`src/rtl/srr_pkg.sv`:
```
// ----------------------------------------------------------------------------
// srr_pkg - shared types and constants for the symbol rate ratio set-up
// Widths, thresholds, coefficient bytes and the item record that travels
// down the pipeline.
// ----------------------------------------------------------------------------
package srr_pkg;

  localparam int RATE_W      = 27;
  localparam int COEFF_W     = 8;
  localparam int RATIO_W     = 24;
  localparam int SAVED_W     = 6;
  localparam int DIV_W       = RATE_W - 4;            // master clock >> 4
  localparam int NUM_W       = 1 + RATE_W + 20;       // (rate << 4) << 16, padded
  localparam int DIGIT_W     = 4;                     // quotient bits per stage
  localparam int DIV_STAGES  = NUM_W / DIGIT_W;

  localparam logic [RATE_W-1:0] RATE_FLOOR   = RATE_W'(500000);
  localparam logic [RATE_W-1:0] THRESH_30M   = RATE_W'(30000000);
  localparam logic [RATE_W-1:0] THRESH_14M   = RATE_W'(14000000);
  localparam logic [RATE_W-1:0] THRESH_7M    = RATE_W'(7000000);
  localparam logic [RATE_W-1:0] THRESH_3M    = RATE_W'(3000000);
  localparam logic [RATE_W-1:0] THRESH_1M5   = RATE_W'(1500000);
  localparam logic [RATE_W-1:0] CLOCK_RESET  = RATE_W'(88000000);

  localparam logic [COEFF_W-1:0] ALPHA_FAST  = 8'hb4;
  localparam logic [COEFF_W-1:0] ALPHA_MID   = 8'hb6;
  localparam logic [COEFF_W-1:0] ALPHA_SLOW  = 8'hb7;
  localparam logic [COEFF_W-1:0] BETA_30M    = 8'h51;
  localparam logic [COEFF_W-1:0] BETA_7M     = 8'h53;
  localparam logic [COEFF_W-1:0] BETA_3M     = 8'h4f;
  localparam logic [COEFF_W-1:0] BETA_1M5    = 8'h4b;
  localparam logic [COEFF_W-1:0] BETA_LOW    = 8'h47;

  typedef struct packed {
    logic [RATE_W-1:0]  rate;
    logic [COEFF_W-1:0] alpha;
    logic [COEFF_W-1:0] beta;
  } side_t;

  typedef struct packed {
    side_t              side;
    logic [DIV_W-1:0]   rem;
    logic [RATIO_W-1:0] quo;
  } div_item_t;

  // Dividend of the ratio: clamped rate scaled by 16 and by two radix-256 digits.
  function automatic logic [NUM_W-1:0] dividend(input logic [RATE_W-1:0] rate);
    dividend = {1'b0, rate, 20'd0};
  endfunction

endpackage

```
`src/rtl/srr_front.sv`:
```
// ----------------------------------------------------------------------------
// srr_front - clamp and coefficient stage
// Clamps the requested rate to the master clock, then to the floor, picks
// the loop coefficient bytes and seeds the divider state.
// ----------------------------------------------------------------------------
module srr_front
  import srr_pkg::*;
(
  input  logic              clk,
  input  logic              rst,
  input  logic              in_valid,
  output logic              in_ready,
  input  logic [RATE_W-1:0] symbol_rate,
  input  logic [RATE_W-1:0] master_clock_hz,
  output logic              out_valid,
  input  logic              out_ready,
  output div_item_t         out_item
);

  logic [RATE_W-1:0]  clamped;
  logic [COEFF_W-1:0] alpha;
  logic [COEFF_W-1:0] beta;
  logic               valid;
  div_item_t          item;

  // Ceiling first, floor second: the floor wins for a slow master clock.
  always_comb begin
    clamped = (symbol_rate > master_clock_hz) ? master_clock_hz : symbol_rate;
    if (clamped < RATE_FLOOR) begin
      clamped = RATE_FLOOR;
    end
  end

  always_comb begin
    priority if (clamped < THRESH_1M5) begin
      alpha = ALPHA_SLOW;
      beta  = BETA_LOW;
    end else if (clamped < THRESH_3M) begin
      alpha = ALPHA_SLOW;
      beta  = BETA_1M5;
    end else if (clamped < THRESH_7M) begin
      alpha = ALPHA_SLOW;
      beta  = BETA_3M;
    end else if (clamped < THRESH_14M) begin
      alpha = ALPHA_SLOW;
      beta  = BETA_7M;
    end else if (clamped < THRESH_30M) begin
      alpha = ALPHA_MID;
      beta  = BETA_7M;
    end else begin
      alpha = ALPHA_FAST;
      beta  = BETA_30M;
    end
  end

  assign in_ready = !valid || out_ready;

  always_ff @(posedge clk) begin
    if (rst) begin
      valid <= 1'b0;
    end else if (in_ready) begin
      valid <= in_valid;
    end
  end

  always_ff @(posedge clk) begin
    if (in_valid && in_ready) begin
      item.side.rate  <= clamped;
      item.side.alpha <= alpha;
      item.side.beta  <= beta;
      item.rem        <= '0;
      item.quo        <= '0;
    end
  end

  assign out_valid = valid;
  assign out_item  = item;

endmodule

```
`src/rtl/srr_div_stage.sv`:
```
// ----------------------------------------------------------------------------
// srr_div_stage - one stage of the restoring divider
// Retires one digit of quotient bits against the divisor and registers the
// partial remainder, the running quotient and the side fields.
// ----------------------------------------------------------------------------
module srr_div_stage
  import srr_pkg::*;
(
  input  logic               clk,
  input  logic               rst,
  input  logic               in_valid,
  output logic               in_ready,
  input  div_item_t          in_item,
  input  logic [DIGIT_W-1:0] digit,
  input  logic [DIV_W-1:0]   divisor,
  output logic               out_valid,
  input  logic               out_ready,
  output div_item_t          out_item
);

  logic [DIV_W-1:0]   rem_next;
  logic [DIGIT_W-1:0] qbits;
  logic               valid;
  div_item_t          item;

  always_comb begin
    logic [DIV_W:0] shifted;
    rem_next = in_item.rem;
    qbits    = '0;
    for (int k = 0; k < DIGIT_W; k++) begin
      shifted = {rem_next, digit[DIGIT_W-1-k]};
      if (shifted >= {1'b0, divisor}) begin
        shifted = shifted - {1'b0, divisor};
        qbits[DIGIT_W-1-k] = 1'b1;
      end
      rem_next = shifted[DIV_W-1:0];
    end
  end

  assign in_ready = !valid || out_ready;

  always_ff @(posedge clk) begin
    if (rst) begin
      valid <= 1'b0;
    end else if (in_ready) begin
      valid <= in_valid;
    end
  end

  always_ff @(posedge clk) begin
    if (in_valid && in_ready) begin
      item.side <= in_item.side;
      item.rem  <= rem_next;
      // Drop quotient bits above the ratio width.
      item.quo  <= {in_item.quo[RATIO_W-DIGIT_W-1:0], qbits};
    end
  end

  assign out_valid = valid;
  assign out_item  = item;

endmodule

```
`src/rtl/symbol_rate_ratio_setup.sv`:
```
// ----------------------------------------------------------------------------
// symbol_rate_ratio_setup - demodulator symbol rate set-up
// Clamps a requested symbol rate, picks the carrier loop coefficient bytes
// and computes the 24-bit symbol frequency ratio in a pipelined divider.
//
// Usage:
//   Input channel  : in_valid / in_ready with symbol_rate.
//   Output channel : out_valid / out_ready with clamped_rate, alpha_coeff,
//                    beta_coeff, rate_ratio and beta_saved; one result per
//                    input transfer, in order.
//   Configuration  : cfg_wr_en / cfg_wr_data write master_clock_hz;
//                    write it only while no item is in flight.
//   Pipeline       : one clamp/coefficient stage plus twelve divider stages.
//   Throughput     : one item per cycle while out_ready is high; each divider
//                    stage retires four quotient bits of the 48-bit dividend.
//   Reset          : rst (synchronous) empties the pipeline and sets the
//                    master clock to 88 MHz.
//   Stall          : when out_ready is low, full stages hold and bubbles
//                    close up; in_ready falls only when every stage is full.
// ----------------------------------------------------------------------------
module symbol_rate_ratio_setup
  import srr_pkg::*;
(
  input  logic               clk,
  input  logic               rst,
  input  logic               cfg_wr_en,
  input  logic [RATE_W-1:0]  cfg_wr_data,
  input  logic               in_valid,
  output logic               in_ready,
  input  logic [RATE_W-1:0]  symbol_rate,
  output logic               out_valid,
  input  logic               out_ready,
  output logic [RATE_W-1:0]  clamped_rate,
  output logic [COEFF_W-1:0] alpha_coeff,
  output logic [COEFF_W-1:0] beta_coeff,
  output logic [RATIO_W-1:0] rate_ratio,
  output logic [SAVED_W-1:0] beta_saved
);

  logic [RATE_W-1:0] master_clock_hz;
  logic [DIV_W-1:0]  divisor;

  // Stage handshakes: index 0 is the front stage, index s+1 is divider stage s.
  logic      stage_valid [DIV_STAGES+1];
  logic      stage_ready [DIV_STAGES+1];
  div_item_t stage_item  [DIV_STAGES+1];

  // Master clock register; the divider works on the clock divided by 16.
  always_ff @(posedge clk) begin
    if (rst) begin
      master_clock_hz <= CLOCK_RESET;
    end else if (cfg_wr_en) begin
      master_clock_hz <= cfg_wr_data;
    end
  end

  assign divisor = master_clock_hz[RATE_W-1:4];

  srr_front u_front (
    .clk             (clk),
    .rst             (rst),
    .in_valid        (in_valid),
    .in_ready        (in_ready),
    .symbol_rate     (symbol_rate),
    .master_clock_hz (master_clock_hz),
    .out_valid       (stage_valid[0]),
    .out_ready       (stage_ready[0]),
    .out_item        (stage_item[0])
  );

  // Each divider stage takes its own digit of the dividend, most significant
  // first. A zero divisor yields all-ones quotient bits, as the ratio needs.
  for (genvar s = 0; s < DIV_STAGES; s++) begin : g_div
    logic [NUM_W-1:0] num;

    assign num = dividend(stage_item[s].side.rate);

    srr_div_stage u_stage (
      .clk       (clk),
      .rst       (rst),
      .in_valid  (stage_valid[s]),
      .in_ready  (stage_ready[s]),
      .in_item   (stage_item[s]),
      .digit     (num[NUM_W-1-DIGIT_W*s -: DIGIT_W]),
      .divisor   (divisor),
      .out_valid (stage_valid[s+1]),
      .out_ready (stage_ready[s+1]),
      .out_item  (stage_item[s+1])
    );
  end

  // The last divider stage register is the output register.
  assign stage_ready[DIV_STAGES] = out_ready;
  assign out_valid    = stage_valid[DIV_STAGES];
  assign clamped_rate = stage_item[DIV_STAGES].side.rate;
  assign alpha_coeff  = stage_item[DIV_STAGES].side.alpha;
  assign beta_coeff   = stage_item[DIV_STAGES].side.beta;
  assign rate_ratio   = stage_item[DIV_STAGES].quo;
  assign beta_saved   = stage_item[DIV_STAGES].side.beta[SAVED_W-1:0];

endmodule

```
`config.mk`:
```
export PLATFORM = sky130hd
export DESIGN_NAME = symbol_rate_ratio_setup
export DESIGN_NICKNAME = d
export VERILOG_FILES = /design/src/rtl/srr_pkg.sv /design/src/rtl/srr_front.sv /design/src/rtl/srr_div_stage.sv /design/src/rtl/symbol_rate_ratio_setup.sv
export SDC_FILE = /design/constraint.sdc
export NUM_CORES = 2
export LEC_CHECK = 0
export ABC_CLOCK_PERIOD_IN_PS = 19300
export BUFFER_PORTS_ARGS = -buffer_cell sky130_fd_sc_hd__buf_4
export CAP_MARGIN = 0
export CORE_ASPECT_RATIO = 1.25
export CORE_MARGIN = 2
export CORE_UTILIZATION = 53
export CTS_CLUSTER_SIZE = 10
export DETAILED_ROUTE_END_ITERATION = 6
export HOLD_SLACK_MARGIN = 0.02
export PLACE_DENSITY = 0.69
export SETUP_SLACK_MARGIN = 0.2
export SYNTH_ARGS = -nofsm -noshare
export SYNTH_HDL_FRONTEND = slang
export SYNTH_SLANG_ARGS = --single-unit
```
`constraint.sdc`:
```
create_clock -name clk -period 19.3 [get_ports clk]
set_input_delay 1.93 -clock clk [delete_from_list [all_inputs] [get_ports clk]]
set_output_delay 1.93 -clock clk [all_outputs]
set_load 0.05 [all_outputs]
```
==> results.md <==
- Run status: completed
- Cell with the most instances after synthesis: ha_1
- Crit path time final: 15.59 ns
- RSZ-0062 raised after global routing: false
- Hold Violations, Final: 0
- Worst path arrival time: 16.04 ns
- Slowest cell on crit path: o21ai_1
- Clk_lat worst skew: 0.78 ns
- Worst-path clk slew: 0.06 ns
- Num ports: 134
- Vias in the first global route: 75744
- Maximum clock rate: 0.0642 GHz
- Post-synth top area share: 26.0%
- FF-to-FF path depth: 49
- Number of port buffers: 121
- CP dominant cell by count: a21oi_1
- P&R area growth vs syn: 8.11%
- Asr flop ratio synth: 0%
- Seq cells post-synth: 793
- Most instantiated cells after synthesis: ha_1, a21oi_1, nor2_1
- Total CTS buffers: 99
- Post-Syn Instances: 9762
- Dpl hpwl: 221000 um
- Std cell rows: 166
- Mean Syn Cell Area: 8.91 sq um
- Syn Std Cell Area: 87000 sq um
- Post-route ant nets: 0
- Reg2Reg Setup Slack: 3.71 ns
- Vias: 77796
- CP Capture Type: flop
- Layout Skew: 0.0570 ns
- Post-synth top area cell: edfxtp_1
- DRC: 0
- Die outline area: 167000 sq um
- Warnings, synthesis: 0
- Drt total wl: 289000 um
- Largest net degree at the start of global routing: 77
- Max clock buf depth: 3
- Die Height: 457 um
- Root Driver: clkbuf_16
- Slowest stage delay, CP: 0.80 ns
- WS Path Type: reg -> reg
- TritonCTS clock tree: built
- Final hold slack: 0.392 ns
- CP startpoint kind: flop
- Pins Over Slew Limit: 0
- Total of max-cap violations: 0
- Worst-path maximum fanout: 52
- Min-delay src: g_div[7].u_stage.out_item[70]
- Initial Utilization: 53.2%
- Post-CTS Setup Bufs: 0
- Worst Hold Class: reg -> reg
- Prevailing post-synth register cell: edfxtp_1
- Slew @ Worst Pin: 1.24 ns
- Library cells used by synthesis: 90
- Post-synth EDFFs: 753
- Final setup viols: 0
- WHS Path Cells: 0
- DRT iter0 DRCs: 5838
- Post-cts hold buffer count: 0
- Post-Route Utilization: 57.5%
- Share of layout cells above drive strength 1: 10.5%
- First-pass GRT wire length: 436000 um
- Worst Path Buf+Inv: 3
- First drt pass iteration count: 6
- Via density: 6.40
- Initial antenna violation count: 11
- Grt ovf: 0
- WHS Endpoint: g_div[8].u_stage.out_item[70]
- Data required time of the worst path: 19.75 ns
- Clock Sinks: 793
- Post-synthesis sequential area ratio: 26.9%
- Core footprint: 163000 sq um
- Placed instance count: 11988
- Non-Filler Instances: 12150
- Max_slew headroom: 15.8%
- H-tree depth: 3
- Die span in x: 366 um
- Final net count: 11090
- RR Endpoint: g_div[2].u_stage.out_item[40]
- Post-DR wirelength/cell: 23.8 um
- GPL Wtd Cong: 1.03
- GR Util All Layers: 33.3%
- Critical path's top delay family: compound AO/OA/AOI/OAI gates
- Post-CTS sizing: 0
- Crit share post-route: 80.8%
- R2R Path Start: master_clock_hz[8]
- Synth top area cells: edfxtp_1, ha_1, mux2_2
- Setup TNS: 0 ns
-- layout by cell type (no fill, tap or decap), drive strengths merged, types with 239 or more instances in the layout --
cell    instances
ha           1094
a21oi         832
nor2          791
edfxtp        753
nand2         704
o21ai         639
xnor2         556
mux2          493
inv           367
a21o          323
buf           253
xor2          239
-- kinds of logic (layout without fill, tap and decap cells) --
family                   Yosys count  in the layout  synth area share, %
AO/OA/AOI/OAI                   2937           2937                 21.8
AND/OR/NAND/NOR                 2834           2834                 15.7
adder cells (fa/ha/maj)         1126           1126                 16.5
XOR/XNOR                         795            795                 8.00
flip-flops                       793            793                 26.9
multiplexers                     666            666                 8.37
buffers and inverters            609            801                 2.73
other                              2             14              0.00863
-- layer usage --
metal / GRT usage, % / wire (um) / part of all wire [%]
met1: 37.3 / 110000 / 38
met5: 0 / 70 / 0.024
met3: 3.91 / 15800 / 5.5
met2: 58.0 / 137000 / 48
met4: 25.3 / 25400 / 8.8
-- cell type report --
type,count,area (sq um)
fillers,14548,69400
well taps,2184,2730
inverters,388,1490
repair buffers,253,1990
flip-flops and latches,793,23400
clock inverters,37,348
multi-input cells,8370,61500
clock buffers,123,2580
diodes,2,5.00
-- registers in the layout, indices dropped and copies added, names as in the netlist --
register,cells
g_div.u_stage.out_item,721
u_front.out_item,32
master_clock_hz,27
g_div.u_stage.out_valid,12
u_front.out_valid,1
-- metrics by stage --
stage	cell area, sq um	setup slack (ns)
2_1_floorplan	87000	4.81
3_3_place_gp	91100	4.39
3_5_place_dp	91100	4.09
4_1_cts	94100	4.03
5_1_grt	94100	2.78
6_report	94100	3.71
-- how the worst max path moves through the flow --
stage / startpoint / to / slack (ns) / cells past startpoint
after floorplan: master_clock_hz[5] / g_div[2].u_stage.out_item[32] / 4.81 / 53
after global placement: master_clock_hz[4] / g_div[2].u_stage.out_item[31] / 4.39 / 48
after detailed placement: master_clock_hz[8] / g_div[2].u_stage.out_item[29] / 4.09 / 49
after CTS: master_clock_hz[8] / g_div[2].u_stage.out_item[38] / 4.03 / 49
after global routing: master_clock_hz[8] / g_div[2].u_stage.out_item[38] / 2.78 / 49
final: master_clock_hz[8] / g_div[2].u_stage.out_item[40] / 3.71 / 49
Power is left out: the tool's default activity adds up to more than one toggle a clock period on the data nets, which glitch-free logic cannot reach.
